`config.mk`:
```
export PLATFORM = sky130hd
export DESIGN_NAME = least_squares_slope_top
export DESIGN_NICKNAME = d
export VERILOG_FILES = /design/src/design/lss_pkg.sv /design/src/design/lss_unit.sv /design/src/design/least_squares_slope_top.sv
export SDC_FILE = /design/constraint.sdc
export NUM_CORES = 2
export LEC_CHECK = 0
export BUFFER_PORTS_ARGS = -buffer_cell sky130_fd_sc_hd__buf_2
export CAP_MARGIN = 20
export CORE_MARGIN = 2
export CORE_UTILIZATION = 30
export DETAILED_ROUTE_END_ITERATION = 10
export PLACE_DENSITY = 0.5
export SETUP_SLACK_MARGIN = 0.02
export SLEW_MARGIN = 20
export SYNTH_ARGS = -nofsm -noshare
export SYNTH_HDL_FRONTEND = slang
export SYNTH_SLANG_ARGS = --single-unit
```
`constraint.sdc`:
```
create_clock -name clk -period 8.1 [get_ports clk]
set_input_delay 0.405 -clock clk [delete_from_list [all_inputs] [get_ports clk]]
set_output_delay 0.405 -clock clk [all_outputs]
set_load 0.005 [all_outputs]
```
`src/design/lss_pkg.sv`:
```
// Shared types and constants for the least-squares slope block.
package lss_pkg;

  // Field widths of the point and result items.
  localparam int X_W      = 16;
  localparam int SLOPE_W  = 32;
  localparam int STATUS_W = 2;

  // Accumulator widths.
  localparam int CNT_W  = 11;
  localparam int SX_W   = 27;
  localparam int SXY_W  = 42;
  localparam int SXX_W  = 41;

  // Largest number of points folded into one set.
  localparam int MAX_POINTS = 1024;

  // Scale that turns the quotient into thousandths.
  localparam int SCALE_FACTOR = 1000;

  // Datapath of the shared multiply/divide unit.
  localparam int WORD_W    = 64;
  localparam int MUL_STEPS = 32;
  localparam int DIV_STEPS = 64;
  localparam int STEP_W    = 7;

  // Result status codes.
  localparam logic [STATUS_W-1:0] FIT_OK         = 2'd0;
  localparam logic [STATUS_W-1:0] FIT_DEGENERATE = 2'd1;
  localparam logic [STATUS_W-1:0] FIT_SATURATED  = 2'd2;

  // Operation of the shared unit.
  typedef enum logic {
    OP_MUL = 1'b0,
    OP_DIV = 1'b1
  } unit_op_t;

  // Request from the sequencer to the shared unit.
  typedef struct packed {
    logic              start;
    unit_op_t          op;
    logic [WORD_W-1:0] a;
    logic [WORD_W-1:0] b;
  } unit_req_t;

  // Response of the shared unit: done pulses for one cycle with the result.
  typedef struct packed {
    logic              done;
    logic [WORD_W-1:0] result;
  } unit_rsp_t;

endpackage

```
`src/design/lss_unit.sv`:
```
// Shared iterative unit: unsigned shift-add multiply and restoring divide.
module lss_unit (
  input  logic              clk,
  input  logic              rst,
  input  lss_pkg::unit_req_t req,
  output lss_pkg::unit_rsp_t rsp
);
  import lss_pkg::*;

  logic              busy;
  logic              done;
  unit_op_t          op;
  logic [WORD_W-1:0] acc;
  logic [WORD_W-1:0] opa;
  logic [WORD_W-1:0] opb;
  logic [STEP_W-1:0] steps;

  logic              is_div;
  logic [WORD_W-1:0] trial;
  logic [WORD_W-1:0] add_a;
  logic [WORD_W-1:0] add_b;
  logic [WORD_W:0]   sum;

  // One adder serves both operations. In a divide it subtracts the divisor
  // from the shifted remainder, and the carry out says the trial fits.
  always_comb begin
    is_div = (op == OP_DIV);
    trial  = {acc[WORD_W-2:0], opa[WORD_W-1]};
    add_a  = is_div ? trial : acc;
    if (is_div) begin
      add_b = ~opb;
    end else begin
      add_b = opb[0] ? opa : '0;
    end
    sum = {1'b0, add_a} + {1'b0, add_b} + {{WORD_W{1'b0}}, is_div};
  end

  // Control: busy while steps remain, done pulses after the final step.
  always_ff @(posedge clk) begin
    if (rst) begin
      busy <= 1'b0;
      done <= 1'b0;
    end else begin
      done <= 1'b0;
      if (req.start) begin
        busy <= 1'b1;
      end else if (busy && steps == STEP_W'(1)) begin
        busy <= 1'b0;
        done <= 1'b1;
      end
    end
  end

  // Datapath: multiplicand shifts left and multiplier right; in a divide the
  // dividend shifts out of opa while quotient bits shift in.
  always_ff @(posedge clk) begin
    if (req.start) begin
      op    <= req.op;
      acc   <= '0;
      opa   <= req.a;
      opb   <= req.b;
      steps <= (req.op == OP_DIV) ? STEP_W'(DIV_STEPS) : STEP_W'(MUL_STEPS);
    end else if (busy) begin
      steps <= steps - STEP_W'(1);
      if (is_div) begin
        acc <= sum[WORD_W] ? sum[WORD_W-1:0] : trial;
        opa <= {opa[WORD_W-2:0], sum[WORD_W]};
      end else begin
        acc <= sum[WORD_W-1:0];
        opa <= {opa[WORD_W-2:0], 1'b0};
        opb <= {1'b0, opb[WORD_W-1:1]};
      end
    end
  end

  assign rsp.done   = done;
  assign rsp.result = (op == OP_DIV) ? opa : acc;

endmodule

```
`src/design/least_squares_slope_top.sv`:
```
// Top level of the least-squares slope block: sums, sequencer, result register.
//
//  Channel  | Direction | Payload
//  ---------+-----------+-------------------------------------------------
//  s_*      | in        | point: x_value, y_value in tdata, last_point as tlast
//  m_*      | out       | result: slope_milli in tdata, fit_status in tuser
//
// A point folded into the sums takes two 32-step multiplies on the shared unit
// (x*y and x*x). A point marked last adds four 32-step multiplies for the
// cross terms and, unless the denominator is zero, one for the scale by 1000
// and a 64-step divide, plus the wait for the result register. Reset clears
// the sums, the sequencer and the result valid. A stalled result holds in the
// output register while the next point is taken; only the next result waits.
module least_squares_slope_top (
  input  logic                          clk,
  input  logic                          rst,
  input  logic                          s_tvalid,
  output logic                          s_tready,
  input  logic [31:0]                   s_tdata,  // x_value[15:0], y_value[31:16]
  input  logic                          s_tlast,
  output logic                          m_tvalid,
  input  logic                          m_tready,
  output logic [lss_pkg::SLOPE_W-1:0]   m_tdata,  // slope_milli[31:0]
  output logic [lss_pkg::STATUS_W-1:0]  m_tuser   // fit_status[1:0]
);
  import lss_pkg::*;

  typedef enum logic [9:0] {
    ST_IDLE  = 10'b00_0000_0001,
    ST_XY    = 10'b00_0000_0010,
    ST_XX    = 10'b00_0000_0100,
    ST_NSXY  = 10'b00_0000_1000,
    ST_SXSY  = 10'b00_0001_0000,
    ST_NSXX  = 10'b00_0010_0000,
    ST_SXSX  = 10'b00_0100_0000,
    ST_SCALE = 10'b00_1000_0000,
    ST_DIV   = 10'b01_0000_0000,
    ST_OUT   = 10'b10_0000_0000
  } state_t;

  state_t state;
  state_t state_next;

  // Running sums of the current set.
  logic [CNT_W-1:0]        point_count;
  logic signed [SX_W-1:0]  sum_of_x;
  logic signed [SX_W-1:0]  sum_of_y;
  logic signed [SXY_W-1:0] sum_of_xy;
  logic [SXX_W-1:0]        sum_of_xx;

  // Latched point and intermediate terms.
  logic signed [X_W-1:0]    x_reg;
  logic signed [X_W-1:0]    y_reg;
  logic                     last_reg;
  logic signed [WORD_W-1:0] tmp;
  logic signed [WORD_W-1:0] num;
  logic signed [WORD_W-1:0] den;
  logic [SLOPE_W-1:0]       res_slope;
  logic [STATUS_W-1:0]      res_status;
  logic                     issued;

  unit_req_t req;
  unit_rsp_t rsp;

  logic                     neg;
  logic signed [WORD_W-1:0] res_s;
  logic signed [WORD_W-1:0] diff;
  logic signed [WORD_W-1:0] x_ext;
  logic signed [WORD_W-1:0] y_ext;
  logic                     in_accept;
  logic                     has_room;
  logic                     compute;
  logic                     out_free;
  logic                     q_sat;

  function automatic logic [WORD_W-1:0] mag(input logic [WORD_W-1:0] v);
    return v[WORD_W-1] ? (~v + WORD_W'(1)) : v;
  endfunction

  lss_unit u_unit (
    .clk (clk),
    .rst (rst),
    .req (req),
    .rsp (rsp)
  );

  assign s_tready  = (state == ST_IDLE);
  assign in_accept = s_tvalid && s_tready;
  assign has_room  = (point_count < CNT_W'(MAX_POINTS));
  assign out_free  = !m_tvalid || m_tready;
  assign x_ext     = {{(WORD_W-X_W){x_reg[X_W-1]}}, x_reg};
  assign y_ext     = {{(WORD_W-X_W){y_reg[X_W-1]}}, y_reg};

  // Operand selection for the shared unit, one operation per state.
  always_comb begin
    req.op  = OP_MUL;
    req.a   = '0;
    req.b   = '0;
    neg     = 1'b0;
    compute = 1'b1;
    unique case (state)
      ST_XY: begin
        req.a = mag(x_ext);
        req.b = mag(y_ext);
        neg   = x_reg[X_W-1] ^ y_reg[X_W-1];
      end
      ST_XX: begin
        req.a = mag(x_ext);
        req.b = mag(x_ext);
      end
      ST_NSXY: begin
        req.a = mag({{(WORD_W-SXY_W){sum_of_xy[SXY_W-1]}}, sum_of_xy});
        req.b = {{(WORD_W-CNT_W){1'b0}}, point_count};
        neg   = sum_of_xy[SXY_W-1];
      end
      ST_SXSY: begin
        req.a = mag({{(WORD_W-SX_W){sum_of_x[SX_W-1]}}, sum_of_x});
        req.b = mag({{(WORD_W-SX_W){sum_of_y[SX_W-1]}}, sum_of_y});
        neg   = sum_of_x[SX_W-1] ^ sum_of_y[SX_W-1];
      end
      ST_NSXX: begin
        req.a = {{(WORD_W-SXX_W){1'b0}}, sum_of_xx};
        req.b = {{(WORD_W-CNT_W){1'b0}}, point_count};
      end
      ST_SXSX: begin
        req.a = mag({{(WORD_W-SX_W){sum_of_x[SX_W-1]}}, sum_of_x});
        req.b = req.a;
      end
      ST_SCALE: begin
        req.a = mag(num);
        req.b = WORD_W'(SCALE_FACTOR);
      end
      ST_DIV: begin
        req.op = OP_DIV;
        req.a  = tmp;
        req.b  = den;
      end
      ST_IDLE, ST_OUT: begin
        compute = 1'b0;
      end
      default: begin
        compute = 1'b0;
      end
    endcase
    req.start = compute && !issued;
    res_s     = neg ? -signed'(rsp.result) : signed'(rsp.result);
    diff      = tmp - res_s;
  end

  // Saturation of the quotient magnitude against the signed 32-bit range.
  always_comb begin
    if (num[WORD_W-1]) begin
      q_sat = (rsp.result > {{(WORD_W-SLOPE_W){1'b0}}, 1'b1, {(SLOPE_W-1){1'b0}}});
    end else begin
      q_sat = (rsp.result > {{(WORD_W-SLOPE_W+1){1'b0}}, {(SLOPE_W-1){1'b1}}});
    end
  end

  // Sequencer: each compute state waits for the unit's done pulse.
  always_comb begin
    state_next = state;
    unique case (state)
      ST_IDLE: begin
        if (in_accept) begin
          if (has_room) begin
            state_next = ST_XY;
          end else if (s_tlast) begin
            state_next = ST_NSXY;
          end
        end
      end
      ST_XY:    if (rsp.done) state_next = ST_XX;
      ST_XX:    if (rsp.done) state_next = last_reg ? ST_NSXY : ST_IDLE;
      ST_NSXY:  if (rsp.done) state_next = ST_SXSY;
      ST_SXSY:  if (rsp.done) state_next = ST_NSXX;
      ST_NSXX:  if (rsp.done) state_next = ST_SXSX;
      ST_SXSX:  if (rsp.done) state_next = (diff == '0) ? ST_OUT : ST_SCALE;
      ST_SCALE: if (rsp.done) state_next = ST_DIV;
      ST_DIV:   if (rsp.done) state_next = ST_OUT;
      ST_OUT:   if (out_free) state_next = ST_IDLE;
      default:  state_next = ST_IDLE;
    endcase
  end

  // Control state, sums and the output valid.
  always_ff @(posedge clk) begin
    if (rst) begin
      state       <= ST_IDLE;
      issued      <= 1'b0;
      m_tvalid    <= 1'b0;
      point_count <= '0;
      sum_of_x    <= '0;
      sum_of_y    <= '0;
      sum_of_xy   <= '0;
      sum_of_xx   <= '0;
    end else begin
      state <= state_next;
      if (rsp.done) begin
        issued <= 1'b0;
      end else if (req.start) begin
        issued <= 1'b1;
      end
      // The output register loads a new result, or empties once taken.
      if (state == ST_OUT && out_free) begin
        m_tvalid <= 1'b1;
      end else if (m_tready) begin
        m_tvalid <= 1'b0;
      end
      if (state == ST_XX && rsp.done) begin
        point_count <= point_count + CNT_W'(1);
        sum_of_x    <= sum_of_x + SX_W'(x_ext);
        sum_of_y    <= sum_of_y + SX_W'(y_ext);
        sum_of_xy   <= sum_of_xy + tmp[SXY_W-1:0];
        sum_of_xx   <= sum_of_xx + rsp.result[SXX_W-1:0];
      end
      if (state == ST_OUT && out_free) begin
        point_count <= '0;
        sum_of_x    <= '0;
        sum_of_y    <= '0;
        sum_of_xy   <= '0;
        sum_of_xx   <= '0;
      end
    end
  end

  // Payload registers: latched point, intermediate terms and the result.
  always_ff @(posedge clk) begin
    if (in_accept) begin
      x_reg    <= s_tdata[X_W-1:0];
      y_reg    <= s_tdata[2*X_W-1:X_W];
      last_reg <= s_tlast;
    end
    if (rsp.done) begin
      unique case (state)
        ST_XY, ST_NSXY, ST_NSXX: begin
          tmp <= res_s;
        end
        ST_SCALE: begin
          tmp <= signed'(rsp.result);
        end
        ST_SXSY: begin
          num <= diff;
        end
        ST_SXSX: begin
          den        <= diff;
          res_slope  <= '0;
          res_status <= (diff == '0) ? FIT_DEGENERATE : FIT_OK;
        end
        ST_DIV: begin
          if (q_sat) begin
            res_status <= FIT_SATURATED;
            res_slope  <= num[WORD_W-1] ? {1'b1, {(SLOPE_W-1){1'b0}}}
                                        : {1'b0, {(SLOPE_W-1){1'b1}}};
          end else begin
            res_status <= FIT_OK;
            res_slope  <= num[WORD_W-1] ? -rsp.result[SLOPE_W-1:0]
                                        : rsp.result[SLOPE_W-1:0];
          end
        end
        default: begin
        end
      endcase
    end
    if (state == ST_OUT && out_free) begin
      m_tdata <= res_slope;
      m_tuser <= res_status;
    end
  end

endmodule

```
==> flow_metrics.env <==
export IMPL_fin_ws_ns=0.2195
export IMPL_first_pass_iters=6
export IMPL_htreeDepth=3
export IMPL_peakVddDrop_mv=0.2079
export IMPL_required_ns=8.65
export IMPL_dr_total_vias=42650
export IMPL_crit_family="compound AO/OA/AOI/OAI gates"
export IMPL_grt_overflow_total=0
export IMPL_drive_gt1_frac=0.09548
export IMPL_final_cell_mix="637 x nand2_1, 505 x a21oi_1, 435 x o21ai_0"
export IMPL_fmax_mhz=126.9
export IMPL_wl_met3_um=13210
export IMPL_clock_path_buffers=3
export IMPL_initial_utilization=0.3020
export IMPL_skew_ns=0.07504
export IMPL_avgSynthCellArea_sq_um=8.635
export IMPL_fp_dieArea_sq_um=160500
export IMPL_insertion_delay_ns=0.72
export IMPL_wl_um=176400
export IMPL_slowest_stage="or4_1"
export IMPL_area_growth_pct=14.71
export IMPL_maxSlewViolCount=0
export IMPL_grt_max_degree=115
export IMPL_critPathKind="reg -> reg"
export IMPL_hp_class="in -> reg"
export IMPL_drc_errors=0
export IMPL_grt_first_pass_wirelength_um=263500
export IMPL_hold_depth=3
export IMPL_hold_viol=0
export IMPL_relSlewSlack=0.2270
export IMPL_wl_met1_um=82670
export IMPL_async_flop_share=0
export IMPL_dp_hpwl_um=131400
export IMPL_cap_violations=0
export IMPL_portBuffers=72
export IMPL_final_area_sq_um=54120
export IMPL_layout_commonest_cell="nand2_1"
export IMPL_fin_crit_ns=7.881
export IMPL_drtAntennaViolNets=0
export IMPL_core_region_area_sq_um=156200
export IMPL_fp_dieW_um=400.6
export IMPL_synth_fp_nets=5753
export IMPL_reg2regPathDepth=26
export IMPL_cpPeakStageDelay_ns=0.52
export IMPL_critPathLaunchType="flip-flop"
export IMPL_yosysWarnings=0
export IMPL_clockRootBuffer="clkbuf_16"
export IMPL_cp_buffers_inverters=5
export IMPL_cp_max_fo=75
export IMPL_nets=5829
export IMPL_status="finished, final reports clean"
export IMPL_netlist_cell_type_count=103
export IMPL_power_density_nw_per_um2=346.6
export IMPL_cts_buffers=87
export IMPL_wl_met2_um=75620
export IMPL_synth_ff_type="edfxtp_1"
export IMPL_synth_edf_count=429
export IMPL_gp_congestion=0.9644
export IMPL_end_kind="flip-flop"
export IMPL_period_share=0.9729
export IMPL_grt_pass1_vias=40760
export IMPL_grtUsageTotal=0.2134
export IMPL_rows=145
export IMPL_placed_area_sq_um=50440
export IMPL_cts_tree="built"
export IMPL_finalPower_mw=18.76
export IMPL_die_y_um=400.6
export IMPL_clk_pin_slew_ns=0.06
export IMPL_tightestPinTransition_ns=1.147
export IMPL_path_common_cell="o31ai_1"
export IMPL_antenna_found_initial=5
export IMPL_rsz0062_at_grt="yes"
export IMPL_finalSetupViolCount=0
export IMPL_fillers=16020
export IMPL_worst_path_stages=26
export IMPL_synth_seq_cells=655
export IMPL_p_leak_nw=20.54
export IMPL_syn_area_sq_um=47180
export IMPL_ios=73
export IMPL_drt_iter0_markers=4137
export IMPL_via_per_inst=5.558
export IMPL_top_layer="met4"
export IMPL_routedWlPerCell_um=22.99
export IMPL_pre_cts_slack_ns=0.002147
export IMPL_cts_sinks=655
export IMPL_seq_area_frac_synth=0.3689
export IMPL_synthCells=5464
export IMPL_worstPathArrival_ns=8.43
-- cell usage after synthesis, drive strengths merged (73+ instances only) --
master	n	area, sq um
a31oi	76	475.5
xor2	198	1734
xnor2	271	2381
nand2	640	2402
dfxtp	226	4524
or3	73	456.7
nor3	111	555.5
mux2i	79	798.3
a21o	104	780.8
a21oi	512	2570
o21ai	445	2231
ha	245	3065
nand3	198	991.0
edfxtp	429	12880
nor2	354	1329
inv	222	833.3
clkbuf	228	855.8
-- worst paths after layout --
kind,startpoint,slack [ns],end
max reg2reg,u_unit.is_div$_DFFE_PP_,0.22,state[7]$_SDFFE_PP0P_
max,u_unit.is_div$_DFFE_PP_,0.22,state[7]$_SDFFE_PP0P_
min reg2reg,res_slope[7]$_SDFFCE_PN0P_,0.42,m_tdata[7]$_DFFE_PP_
min,rst,0.14,u_unit.busy$_SDFFE_PP0P_
-- worst register-to-register path, delay by kind of cell, from the launching register on --
kind	cells	cell delay [ns]
xor+xnor	2	0.51
flops	1	0.46
simple gates	5	1.66
fa+ha+maj	1	0.44
buf+inv	5	1.17
compound gates	13	3.48
-- final cells by class --
| type | instances | area, sq um | share of cell area |
|---|---|---|---|
| repair buffers | 251 | 1958 | 0.03618 |
| flip-flops and latches | 655 | 17410 | 0.3217 |
| multi-input cells | 4322 | 28140 | 0.5200 |
| clock inverters | 63 | 888.4 | 0.01642 |
| inverters | 223 | 844.6 | 0.01561 |
| diodes | 1 | 2.502 | 0.00004624 |
| well taps | 2058 | 2575 | 0.04758 |
| clock buffers | 100 | 2297 | 0.04245 |
-- cell families (layout without fill, tap and decap cells) --
| family | Yosys count | count (layout) | synth area share |
|---|---|---|---|
| AO/OA/AOI/OAI | 1622 | 1622 | 0.2135 |
| XOR/XNOR | 473 | 473 | 0.08913 |
| adder cells (fa/ha/maj) | 272 | 272 | 0.07227 |
| buffers and inverters | 487 | 637 | 0.03962 |
| flip-flops | 655 | 655 | 0.3689 |
| multiplexers | 139 | 139 | 0.03124 |
| other | 0 | 1 | 0 |
| AND/OR/NAND/NOR | 1816 | 1816 | 0.1853 |
-- stage by stage --
| step | setup TNS [ns] | cells | util | hold slack (ns) |
|---|---|---|---|---|
| 5_1_grt | -0.007526 | 7672 | 0.3464 | 0.1055 |
| 3_5_place_dp | 0 | 7472 | 0.3229 | 0.4054 |
| 4_1_cts | 0 | 7669 | 0.3455 | 0.08446 |
| 2_1_floorplan | 0 | 5464 | - | 0.4003 |
| 6_report | 0 | 7673 | 0.3465 | 0.1422 |
| 3_3_place_gp | -0.06003 | 7471 | 0.3228 | 0.4008 |
-- power by group --
group	internal, mW	leakage, nW	switching (mW)
Clock	2.61	1.53	1.75
Sequential	4.50	5.57	0.699
Combinational	3.39	13.4	5.81
Total	10.5	20.5	8.26
-- repair_timing --
action	CTS	global route
resized for setup	1	20
endpoints found under the setup margin	2	3
pin swaps	1	2
buffers inserted	1	2
cloned	0	1
hold endpoints to repair	33	0
hold buffers	33	0
-- per-layer routing --
metal / vias to the layer above / GRT usage
li1: 20320 / -
met1: 20700 / 0.3081
met2: 1409 / 0.3243
met3: 219 / 0.03864
met4: 0 / 0.05828
met5: - / 0
Note: power is estimated with default switching activity, not from simulation.
